$ cat config.mk
export PLATFORM = sky130hd
export DESIGN_NAME = utf8_stop_sequence_filter
export DESIGN_NICKNAME = d
export VERILOG_FILES = /design/src/design/usf_pkg.sv /design/src/design/utf8_stop_sequence_filter.sv /design/src/design/usf_ctrl.sv /design/src/design/usf_datapath.sv
export SDC_FILE = /design/constraint.sdc
export NUM_CORES = 2
export LEC_CHECK = 0
export BUFFER_PORTS_ARGS = -buffer_cell sky130_fd_sc_hd__buf_2
export CAP_MARGIN = 20
export CORE_MARGIN = 2
export CORE_UTILIZATION = 70
export DETAILED_ROUTE_END_ITERATION = 7
export GPL_ROUTABILITY_DRIVEN = 0
export PLACE_DENSITY = 0.92
export SYNTH_ARGS = -nofsm -noshare
export SYNTH_HDL_FRONTEND = slang
export SYNTH_SLANG_ARGS = --single-unit
$ cat constraint.sdc
create_clock -name clk_i -period 9.4 [get_ports clk_i]
set_clock_uncertainty 0.2 [all_clocks]
set_input_delay 1.88 -clock clk_i [delete_from_list [all_inputs] [get_ports clk_i]]
set_output_delay 1.88 -clock clk_i [all_outputs]
set_load 0.05 [all_outputs]
$ cat src/design/usf_pkg.sv
// ---------------------------------------------------------------------------
// UTF-8 stop sequence filter package
// Shared constants and the command and status bundles between the
// controller and the datapath.
// ---------------------------------------------------------------------------
`timescale 1ns / 1ps
`default_nettype none

package usf_pkg;

  localparam int unsigned MaxResults = 54;
  localparam int unsigned ResCntW    = 6;

  // Register indexes of the configuration port.
  localparam logic [1:0] CFG_STOP_LOW  = 2'd0;
  localparam logic [1:0] CFG_STOP_HIGH = 2'd1;
  localparam logic [1:0] CFG_STOP_LEN  = 2'd2;

  // Input kinds.
  localparam logic KIND_TEXT = 1'b0;
  localparam logic KIND_END  = 1'b1;

  // Lead and continuation byte bounds.
  localparam logic [7:0] ASCII_TOP  = 8'h80;
  localparam logic [7:0] LEAD2_LO   = 8'hc2;
  localparam logic [7:0] LEAD2_HI   = 8'hdf;
  localparam logic [7:0] LEAD3_LO   = 8'he0;
  localparam logic [7:0] LEAD3_HI   = 8'hef;
  localparam logic [7:0] LEAD4_LO   = 8'hf0;
  localparam logic [7:0] LEAD4_HI   = 8'hf4;
  localparam logic [7:0] LEAD_SURR  = 8'hed;
  localparam logic [7:0] SURR_LO    = 8'ha0;
  localparam logic [7:0] PLANE1_LO  = 8'h90;
  localparam logic [7:0] CONT_MASK  = 8'hc0;
  localparam logic [7:0] CONT_TAG   = 8'h80;

  // Replacement character U+FFFD.
  localparam logic [7:0] REPL_B0 = 8'hef;
  localparam logic [7:0] REPL_B1 = 8'hbf;
  localparam logic [7:0] REPL_B2 = 8'hbd;

  typedef struct packed {
    logic accept;
    logic search;
    logic unit_start;
    logic step;
    logic flush;
  } cmd_t;

  typedef struct packed {
    logic drop;
    logic rem_zero;
    logic brk;
    logic step_ok;
    logic unit_last;
    logic held_valid;
    logic out_free;
  } status_t;

  function automatic logic [7:0] repl_byte(input logic [1:0] idx);
    logic [7:0] b;
    case (idx)
      2'd0: b = REPL_B0;
      2'd1: b = REPL_B1;
      default: b = REPL_B2;
    endcase
    return b;
  endfunction

endpackage

`default_nettype wire

$ cat src/design/utf8_stop_sequence_filter.sv
// After an item is taken, the block runs the stop search. Each character or
// replacement is then decoded and its bytes emitted one by one; a unit
// dropped for lack of result room has its bytes consumed without output.
// A last decode finds nothing more to emit, a flush closes the run, and only
// then is the next item taken. Output stall can hold the emission and the
// flush. An item that is swallowed goes straight back to idle. Input is
// taken one item at a time. The result beat with run_end set is the last one
// of its item; an item that yields nothing gives no beat. After the stop
// string has been seen, every item is swallowed until reset. Configuration
// is meant to be written while idle.

// ---------------------------------------------------------------------------
// UTF-8 stop sequence filter
// Passes validated UTF-8 byte by byte, replaces ill-formed bytes with
// U+FFFD and cuts the stream at a configurable stop string.
// ---------------------------------------------------------------------------
`timescale 1ns / 1ps
`default_nettype none

module utf8_stop_sequence_filter #(
  parameter int unsigned STOP_MAX      = 16,
  parameter int unsigned PENDING_DEPTH = 19
) (
  input  wire logic        clk_i,
  input  wire logic        rst_ni,
  input  wire logic        in_valid_i,
  output logic             in_stall_o,
  input  wire logic        kind_i,
  input  wire logic [7:0]  data_byte_i,
  output logic             out_valid_o,
  input  wire logic        out_stall_i,
  output logic [7:0]       out_byte_o,
  output logic             run_end_o,
  input  wire logic        cfg_valid_i,
  output logic             cfg_ready_o,
  input  wire logic [1:0]  cfg_index_i,
  input  wire logic [63:0] cfg_data_i
);

  usf_pkg::cmd_t    cmd;
  usf_pkg::status_t st;

  assign cfg_ready_o = 1'b1;

  usf_ctrl u_ctrl (
    .clk_i      (clk_i),
    .rst_ni     (rst_ni),
    .in_valid_i (in_valid_i),
    .in_stall_o (in_stall_o),
    .st_i       (st),
    .cmd_o      (cmd)
  );

  usf_datapath #(
    .STOP_MAX      (STOP_MAX),
    .PENDING_DEPTH (PENDING_DEPTH)
  ) u_dp (
    .clk_i       (clk_i),
    .rst_ni      (rst_ni),
    .kind_i      (kind_i),
    .data_byte_i (data_byte_i),
    .cfg_we_i    (cfg_valid_i && cfg_ready_o),
    .cfg_index_i (cfg_index_i),
    .cfg_data_i  (cfg_data_i),
    .out_stall_i (out_stall_i),
    .out_valid_o (out_valid_o),
    .out_byte_o  (out_byte_o),
    .run_end_o   (run_end_o),
    .cmd_i       (cmd),
    .st_o        (st)
  );

endmodule

`default_nettype wire

$ cat src/design/usf_ctrl.sv
// ---------------------------------------------------------------------------
// UTF-8 stop sequence filter controller
// Sequences append, stop search, per-character emission and final flush.
// ---------------------------------------------------------------------------
`timescale 1ns / 1ps
`default_nettype none

module usf_ctrl (
  input  wire logic            clk_i,
  input  wire logic            rst_ni,
  input  wire logic            in_valid_i,
  output logic                 in_stall_o,
  input  wire usf_pkg::status_t st_i,
  output usf_pkg::cmd_t        cmd_o
);

  localparam logic [2:0] ST_IDLE   = 3'd0;
  localparam logic [2:0] ST_SEARCH = 3'd1;
  localparam logic [2:0] ST_UNIT   = 3'd2;
  localparam logic [2:0] ST_EMIT   = 3'd3;
  localparam logic [2:0] ST_FLUSH  = 3'd4;

  logic [2:0] state_q, state_d;

  assign in_stall_o = (state_q != ST_IDLE);

  always_comb begin
    state_d = state_q;
    cmd_o   = '0;
    case (state_q)
      ST_IDLE: begin
        if (in_valid_i) begin
          cmd_o.accept = 1'b1;
          if (!st_i.drop) state_d = ST_SEARCH;
        end
      end
      ST_SEARCH: begin
        cmd_o.search = 1'b1;
        state_d      = ST_UNIT;
      end
      ST_UNIT: begin
        if (st_i.rem_zero || st_i.brk) begin
          state_d = ST_FLUSH;
        end else begin
          cmd_o.unit_start = 1'b1;
          state_d          = ST_EMIT;
        end
      end
      ST_EMIT: begin
        if (st_i.step_ok) begin
          cmd_o.step = 1'b1;
          if (st_i.unit_last) state_d = ST_UNIT;
        end
      end
      ST_FLUSH: begin
        if (!st_i.held_valid || st_i.out_free) begin
          cmd_o.flush = 1'b1;
          state_d     = ST_IDLE;
        end
      end
      default: state_d = ST_IDLE;
    endcase
  end

  always_ff @(posedge clk_i or negedge rst_ni) begin
    if (!rst_ni) begin
      state_q <= ST_IDLE;
    end else begin
      state_q <= state_d;
    end
  end

endmodule

`default_nettype wire

$ cat src/design/usf_datapath.sv
// ---------------------------------------------------------------------------
// UTF-8 stop sequence filter datapath
// Pending byte shift store, stop window compare, sequence decode and the
// one-beat look-ahead that marks the last result of an item.
// ---------------------------------------------------------------------------
`timescale 1ns / 1ps
`default_nettype none

module usf_datapath #(
  parameter int unsigned STOP_MAX      = 16,
  parameter int unsigned PENDING_DEPTH = 19
) (
  input  wire logic             clk_i,
  input  wire logic             rst_ni,
  input  wire logic             kind_i,
  input  wire logic [7:0]       data_byte_i,
  input  wire logic             cfg_we_i,
  input  wire logic [1:0]       cfg_index_i,
  input  wire logic [63:0]      cfg_data_i,
  input  wire logic             out_stall_i,
  output logic                  out_valid_o,
  output logic [7:0]            out_byte_o,
  output logic                  run_end_o,
  input  wire usf_pkg::cmd_t    cmd_i,
  output usf_pkg::status_t      st_o
);

  localparam int unsigned CW = $clog2(PENDING_DEPTH + 1);
  localparam int unsigned SW = $clog2(STOP_MAX + 1);
  localparam int unsigned EW = $clog2(PENDING_DEPTH + STOP_MAX + 1);
  localparam int unsigned RW = usf_pkg::ResCntW;

  logic [63:0]   stop_low_q, stop_high_q;
  logic [4:0]    stop_len_q;
  logic [7:0]    pend_q [PENDING_DEPTH];
  logic [CW-1:0] count_q, rem_q;
  logic          stop_found_q, final_q;
  logic          repl_q, drop_q;
  logic [2:0]    ucnt_q;
  logic [1:0]    idx_q;
  logic [RW-1:0] res_cnt_q;
  logic          res_full_q;
  logic          held_valid_q;
  logic [7:0]    held_q;
  logic          out_valid_q, run_end_q;
  logic [7:0]    out_byte_q;

  logic [SW-1:0] slen;
  logic [CW-1:0] emit_v;
  logic          hit_full;
  logic          out_free;

  // ---- stop window search over every start position at once ----
  always_comb begin
    logic [7:0]    sb;
    logic          m;
    logic [EW-1:0] end_i;
    slen     = (stop_len_q > 5'(STOP_MAX)) ? SW'(STOP_MAX) : SW'(stop_len_q);
    emit_v   = count_q;
    hit_full = 1'b0;
    for (int i = PENDING_DEPTH - 1; i >= 0; i--) begin
      m = 1'b1;
      for (int k = 0; k < STOP_MAX; k++) begin
        sb = (k < 8) ? stop_low_q[(k % 8) * 8 +: 8] : stop_high_q[(k % 8) * 8 +: 8];
        if (i + k < PENDING_DEPTH) begin
          if ((SW'(k) < slen) && (CW'(i + k) < count_q) && (pend_q[i + k] != sb)) begin
            m = 1'b0;
          end
        end
      end
      end_i = EW'(i) + EW'(slen);
      if ((slen != '0) && (CW'(i) < count_q) && m) begin
        if (end_i <= EW'(count_q)) begin
          emit_v   = CW'(i);
          hit_full = 1'b1;
        end else begin
          emit_v   = final_q ? count_q : CW'(i);
          hit_full = 1'b0;
        end
      end
    end
  end

  // ---- decode of the sequence at the head of the store ----
  logic [2:0] lw, ulen, uwidth;
  logic       lead_bad, incomplete, seq_bad, urepl;
  always_comb begin
    logic [7:0] a, b;
    a = pend_q[0];
    b = pend_q[1];
    lead_bad = 1'b0;
    if (a < usf_pkg::ASCII_TOP) lw = 3'd1;
    else if (a >= usf_pkg::LEAD2_LO && a <= usf_pkg::LEAD2_HI) lw = 3'd2;
    else if (a >= usf_pkg::LEAD3_LO && a <= usf_pkg::LEAD3_HI) lw = 3'd3;
    else if (a >= usf_pkg::LEAD4_LO && a <= usf_pkg::LEAD4_HI) lw = 3'd4;
    else begin
      lw       = 3'd1;
      lead_bad = 1'b1;
    end
    incomplete = !lead_bad && (rem_q < CW'(lw));
    seq_bad    = lead_bad;
    for (int i = 1; i < 4; i++) begin
      if ((3'(i) < lw) && ((pend_q[i] & usf_pkg::CONT_MASK) != usf_pkg::CONT_TAG)) begin
        seq_bad = 1'b1;
      end
    end
    if ((a == usf_pkg::LEAD3_LO && b < usf_pkg::SURR_LO) ||
        (a == usf_pkg::LEAD_SURR && b >= usf_pkg::SURR_LO) ||
        (a == usf_pkg::LEAD4_LO && b < usf_pkg::PLANE1_LO) ||
        (a == usf_pkg::LEAD4_HI && b >= usf_pkg::PLANE1_LO)) begin
      seq_bad = 1'b1;
    end
    urepl  = incomplete || seq_bad;
    uwidth = urepl ? 3'd1 : lw;
    ulen   = urepl ? 3'd3 : lw;
  end

  logic fits;
  assign fits = !res_full_q &&
                ((7'(res_cnt_q) + 7'(ulen)) <= 7'(usf_pkg::MaxResults));

  assign out_free = !out_valid_q || !out_stall_i;

  assign st_o.drop       = stop_found_q || ((kind_i == usf_pkg::KIND_TEXT) &&
                                            (count_q == CW'(PENDING_DEPTH)));
  assign st_o.rem_zero   = (rem_q == '0);
  assign st_o.brk        = incomplete && !final_q && !stop_found_q;
  assign st_o.step_ok    = drop_q || !held_valid_q || out_free;
  assign st_o.unit_last  = (ucnt_q == 3'd1);
  assign st_o.held_valid = held_valid_q;
  assign st_o.out_free   = out_free;

  logic       do_shift, produce;
  logic [7:0] new_byte;
  assign produce  = cmd_i.step && !drop_q;
  assign do_shift = cmd_i.step && (drop_q || !repl_q || (idx_q == 2'd0));
  assign new_byte = repl_q ? usf_pkg::repl_byte(idx_q) : pend_q[0];

  // Pending store: append at the fill level, shift towards the head.
  always_ff @(posedge clk_i) begin
    if (cmd_i.accept && !st_o.drop && (kind_i == usf_pkg::KIND_TEXT)) begin
      for (int j = 0; j < PENDING_DEPTH; j++) begin
        if (CW'(j) == count_q) pend_q[j] <= data_byte_i;
      end
    end else if (do_shift) begin
      for (int j = 0; j < PENDING_DEPTH - 1; j++) pend_q[j] <= pend_q[j + 1];
    end
  end

  always_ff @(posedge clk_i) begin
    if (cmd_i.search) rem_q <= emit_v;
    else if (do_shift) rem_q <= rem_q - CW'(1);
    if (cmd_i.unit_start) begin
      repl_q <= urepl;
      drop_q <= !fits;
      ucnt_q <= fits ? ulen : uwidth;
      idx_q  <= 2'd0;
    end else if (cmd_i.step) begin
      ucnt_q <= ucnt_q - 3'd1;
      idx_q  <= idx_q + 2'd1;
    end
    if (produce) held_q <= new_byte;
    if (cmd_i.accept) final_q <= kind_i;
    if (produce && held_valid_q) begin
      out_byte_q <= held_q;
      run_end_q  <= 1'b0;
    end else if (cmd_i.flush && held_valid_q) begin
      out_byte_q <= held_q;
      run_end_q  <= 1'b1;
    end
  end

  always_ff @(posedge clk_i or negedge rst_ni) begin
    if (!rst_ni) begin
      stop_low_q   <= '0;
      stop_high_q  <= '0;
      stop_len_q   <= '0;
      count_q      <= '0;
      stop_found_q <= 1'b0;
      res_cnt_q    <= '0;
      res_full_q   <= 1'b0;
      held_valid_q <= 1'b0;
      out_valid_q  <= 1'b0;
    end else begin
      if (cfg_we_i) begin
        case (cfg_index_i)
          usf_pkg::CFG_STOP_LOW:  stop_low_q  <= cfg_data_i;
          usf_pkg::CFG_STOP_HIGH: stop_high_q <= cfg_data_i;
          usf_pkg::CFG_STOP_LEN:  stop_len_q  <= cfg_data_i[4:0];
          default: ;
        endcase
      end
      if (cmd_i.accept && !st_o.drop) begin
        res_cnt_q  <= '0;
        res_full_q <= 1'b0;
        if (kind_i == usf_pkg::KIND_TEXT) count_q <= count_q + CW'(1);
      end else if (do_shift) begin
        count_q <= count_q - CW'(1);
      end else if (cmd_i.flush && stop_found_q) begin
        count_q <= '0;
      end
      if (cmd_i.search && hit_full) stop_found_q <= 1'b1;
      if (cmd_i.unit_start) begin
        if (fits) res_cnt_q <= res_cnt_q + RW'(ulen);
        else res_full_q <= 1'b1;
      end
      if (produce) held_valid_q <= 1'b1;
      else if (cmd_i.flush) held_valid_q <= 1'b0;
      if ((produce && held_valid_q) || (cmd_i.flush && held_valid_q)) begin
        out_valid_q <= 1'b1;
      end else if (!out_stall_i) begin
        out_valid_q <= 1'b0;
      end
    end
  end

  assign out_valid_o = out_valid_q;
  assign out_byte_o  = out_byte_q;
  assign run_end_o   = run_end_q;

endmodule

`default_nettype wire

==> metrics.md, run 1 <==
| Metric | Value |
|---|---|
| Root buffer cell | clkbuf_16 |
| Clock Sinks | 333 |
| Synth warn | 0 |
| Post_cts resized | 0 |
| First-pass GRT wire length | 261.4 mm |
| Post-CTS Setup Bufs | 0 |
| TritonCTS buffer count | 40 |
| Status | did not finish |
| Error | [ERROR GRT-0116] Global routing finished with congestion. Check the congestion regions in the DRC Viewer. |
| Max clock buf depth | 3 |
| Synthesized area | 36,430 µm² |
| Detailed placer's ending HPWL | 103.3 mm |
| Stage reached | global routing |
| Initial Utilization | 70.87% |
| Io pins | 92 |
| Row Count | 83 |
| Largest net degree at the start of global routing | 89 |
| FF+latch count, synth | 333 |
| Die width | 232.1 µm |
| Distinct cells, synth | 102 |
| Most used DFF post-synth | edfxtp_1 |
| Post-Syn Area per Cell | 8.726 µm² |
| Placed cell count | 4,610 |
| Buffers on Ports | 90 |
| Fraction of registers with async set/reset | 45.35% |
| Syn nets | 4,339 |
| Seq/Total Area, Yosys | 25.29% |
| Post-synth EDFFs | 179 |
| GRT Residual Overflow | 1 |
| Height of the die | 232.1 µm |
| GRT Total Usage | 66.50% |
| Hold-fix buffers at CTS | 0 |
| Vias in the first global route | 38.30k |
| CTS H-Tree Depth | 2 |
| Cells after Synth | 4,175 |
-- cells in the mapped netlist, types with 49 or more instances --
cell type / number / share of area [%]
a211oi_1: 78 / 1.6
a21oi_1: 118 / 1.6
buf_2: 255 / 3.5
clkbuf_1: 179 / 1.8
dfrtp_1: 151 / 10
edfxtp_1: 179 / 15
ha_1: 83 / 2.9
inv_1: 49 / 0.50
mux2_2: 137 / 4.2
nand2_1: 385 / 4.0
nand4_1: 91 / 1.6
nor2_1: 95 / 0.98
nor4_1: 304 / 5.2
o21ai_0: 72 / 0.99
xnor2_1: 336 / 8.1
xor2_1: 1155 / 28
-- cell families after synthesis --
| family | share of synthesized area [%] |
|---|---|
| multiplexers | 4.399 |
| AND/OR/NAND/NOR | 15.63 |
| XOR/XNOR | 35.85 |
| adder cells (fa/ha/maj) | 2.906 |
| flip-flops | 25.29 |
| other | 0.01029 |
| AO/OA/AOI/OAI | 9.338 |
| buffers and inverters | 6.577 |
-- routing by layer --
metal | GRT usage (%) | GRT overflow
met1 | 67.74 | 0
met5 | 34.74 | 0
met3 | 59.30 | 0
met2 | 77.48 | 1
met4 | 58.41 | 0
-- per-stage QoR --
step                hold slack (ps)  utilization, %  area [µm²]  setup slack (ps)
detailed placement            220.5           71.46       36740              3753
CTS                           234.4           74.01       38040              3840
floorplan                     200.3               -       36430              4712
global placement              201.8           71.35       36680              3916
==> run 2: changes to the inputs <==
Settings changed: CORE_UTILIZATION 70 to 40, PLACE_DENSITY 0.92 to not set, PLACE_DENSITY_LB_ADDON set to 0.15.
==> run 2 against run 1 <==
Compared with the run above:
- the flow now finishes, with violations (design-rule violations)
- synthesized area unchanged
- synthesized cell count stayed put
==> metrics.md, run 2 <==
| Metric | Value |
|---|---|
| Status | complete, but fails checks |
| Violated checks | design-rule violations |
| Most used DFF post-synth | edfxtp_1 |
| MaxCap Viol Count | 0 |
| Final-report hold violation count | 0 |
| First-pass GRT wire length | 255.7 mm |
| Worst vdd ir | 0.2010 mV |
| Io pins | 92 |
| Mux cell area share after synthesis | 4.399% |
| Final setup margin | 2722 ps |
| CP Launch Type | flop |
| Largest net degree at the start of global routing | 75 |
| Vias in the first global route | 32.31k |
| Synth Area in XOR/XNOR | 35.85% |
| Layout net count | 4,189 |
| Buffers on Ports | 90 |
| Clock network power share | 11.2% |
| Worst-Margin Slew | 1377 ps |
| Post_cts resized | 0 |
| Full die area | 93,510 µm² |
| Initial Utilization | 40.41% |
| DRT Pass-1 Iters | 8 |
| Routed WL | 183.8 mm |
| Core area | 90,150 µm² |
| Data arrival, critical path | 6820 ps |
| Comb power frac | 63.8% |
| Post-synth top area cell | xor2_1 |
| Average routed wire per standard cell | 35.03 µm |
| Synthesized area | 36,430 µm² |
| Height of the die | 305.8 µm |
| Die width | 305.8 µm |
| Clock Latency Late Sink | 620 ps |
| Clock Sinks | 333 |
| Adder-Cell Fraction of Synth Area | 2.906% |
| TritonCTS buffer count | 43 |
| Worst relative slew slack | 7.361% |
| Commonest cells after routing, fill and taps aside | xor2_1 (1,155), nand2_1 (383), xnor2_1 (336) |
| Place WS | 3260 ps |
| Fin. max-slew vios | 0 |
| GRT Residual Overflow | 0 |
| Power share of the sequential group | 24.9% |
| Detailed placer's ending HPWL | 122.4 mm |
| Max clock buf depth | 3 |
| GRT Total Usage | 38.35% |
| Syn nets | 4,339 |
| Layout cell share with drive strength beyond 1 | 13.82% |
| Synth cell count leaders | xor2_1 (1,155), nand2_1 (385), xnor2_1 (336) |
| Worst Path Required | 9540 ps |
| Routed vias | 34.72k |
| Hold crit path type | reg2reg |
| Fmax | 0.1497 GHz |
| Psw | 8.546 mW |
| Routed vias/inst | 6.618 |
| Final-report setup violation count | 0 |
| Top flop regs | u_dp.pend_q: 152 flops, u_dp.stop_high_q: 64 flops, u_dp.stop_low_q: 64 flops |
| Synth area leaders | xor2_1 (28%), edfxtp_1 (15%), dfrtp_1 (10%), xnor2_1 (8.1%), nor4_1 (5.2%) |
| Hold Worst Slack | 216.4 ps |
| Critical path type | reg2reg |
| CP Capture Type | flop |
| Final period util | 71.05% |
| Area grow syn2layout | 7.683% |
| Synth warn | 0 |
| Drc violations | 95 |
| Most common cell after layout, fill and taps aside | xor2_1 |
| Row Count | 110 |
| Post-CTS Setup Bufs | 0 |
| Post-Syn Area per Cell | 8.726 µm² |
| Pwr Density | 390.6 nW/µm² |
| P_int | 6.778 mW |
| Post-synthesis simple-gate area fraction | 15.63% |
| Initial antenna violation count | 24 |
| CTS H-Tree Depth | 2 |
| LEAKAGE | 16.06 nW |
| Hold-fix buffers at CTS | 0 |
| CP max FO | 28 |
| Largest family of logic cells by synthesized area | XOR/XNOR gates |
| FF+latch count, synth | 333 |
| RSZ-0062 raised after global routing | no |
| Fraction of registers with async set/reset | 45.35% |
| Synth Area in Compound Gates | 9.338% |
| Setup_tns | 0 ps |
| FILL cells | 8,882 |
| Min Clock Period, post-route | 6678 ps |
| CTS clock-pin slew for the worst setup and hold paths | 60 ps |
| TritonCTS clock tree | done |
| Seq/Total Area, Yosys | 25.29% |
| Post-synth EDFFs | 179 |
| Initial drt markers | 5,272 |
| Most frequent cell after synthesis | xor2_1 |
| Yosys top cell area share | 27.77% |
| Distinct cells, synth | 102 |
| Post-DRT Antenna Nets | 0 |
| Top reg by flops | u_dp.pend_q |
| Max reg flops | 152 |
| Switch share | 55.77% |
| Cells after Synth | 4,175 |
| Root buffer cell | clkbuf_16 |
[run 2: cell counts after synthesis]
No cell type changed its count.
[run 2: path summary, 6_finish.rpt]
kind / startpoint / endpoint / slack (ps) / cells after the start
worst max-delay path: u_dp.stop_len_q[4]$_DFFE_PN0P_ / u_dp.rem_q[1]$_DFFE_PP_ / 2720 / 15
max in group asynchronous: rst_ni / u_dp.count_q[4]$_DFFE_PN0P_ / 6730 / 2
worst max register to register: u_dp.stop_len_q[4]$_DFFE_PN0P_ / u_dp.rem_q[1]$_DFFE_PP_ / 2720 / 15
min in group asynchronous: rst_ni / u_dp.stop_low_q[52]$_DFFE_PN0P_ / 980 / 1
worst min-delay path: u_dp.held_q[5]$_SDFFCE_PP1P_ / u_dp.out_byte_o[5]$_DFFE_PP_ / 220 / 0
worst min register to register: u_dp.held_q[5]$_SDFFCE_PP1P_ / u_dp.out_byte_o[5]$_DFFE_PP_ / 220 / 0
[run 2: layer usage]
| metal | GRT usage (%) | up-vias | part of all wire [%] |
|---|---|---|---|
| met1 | 47.34 | 16840 | 37 |
| li1 | - | 14010 | - |
| met2 | 52.63 | 2885 | 39 |
| met5 | 1.912 | - | 0.21 |
| met3 | 16.66 | 953 | 14 |
| met4 | 27.56 | 34 | 9.0 |
[run 2: layout make-up]
class                           count  area [µm²]  share of cell area (%)
Multi-Input combinational cell   3304       24910                   63.50
Clock buffer                       59        1227                   3.129
Tap cell                         1176        1471                   3.751
Clock inverter                     21       231.5                  0.5900
Sequential cell                   333        9216                   23.49
Inverter                           53       198.9                  0.5071
Antenna cell                       11       27.53                 0.07017
Timing Repair Buffer              290        1947                   4.963
[run 2: power by group through the flow]
stage | registers, mW | logic (mW) | clock network (mW)
after floorplan | 2.58 | 7.05 | 0
after global placement | 3.76 | 9.05 | 0
after detailed placement | 3.76 | 9.15 | 0
after CTS | 3.74 | 9.20 | 1.75
after global routing | 3.83 | 10.1 | 1.80
final | 3.82 | 9.78 | 1.72
[run 2: worst max-delay path, cell delays in order (launching register included)]
cell and delay, ps:
dfrtp_2 640, buf_4 320, inv_1 430, nand2_1 340, inv_1 270, ha_1 310, nand2b_1 200, a21oi_1 870
a211oi_1 90, a2111oi_0 970, nand3_1 500, o21ai_0 370, o311ai_1 190, a2111oi_2 350, a221oi_2 130, a2bb2oi_1 170
[run 2: through the flow]
stage | cells | total power, mW | utilization, % | area (µm²)
floorplan | 4175 | 9.636 | - | 36430
global placement | 5144 | 12.81 | 41.74 | 37630
detailed placement | 5144 | 12.92 | 41.74 | 37630
CTS | 5224 | 14.68 | 43.36 | 39090
global route | 5242 | 15.76 | 43.50 | 39220
finish | 5247 | 15.32 | 43.52 | 39230
[run 2: cell families (layout without fill, tap and decap cells)]
family                     count (synthesis)  in the layout
muxes                                    143            143
buffers and inverters                    538            423
adders and majority gates                 84             84
DFF                                      333            333
other                                      1             12
and+or+nand+nor                         1090           1090
xor gates and xnor gates                1491           1491
AOI/OAI and AO/OA                        495            495
Power figures use the tool's default switching activity.
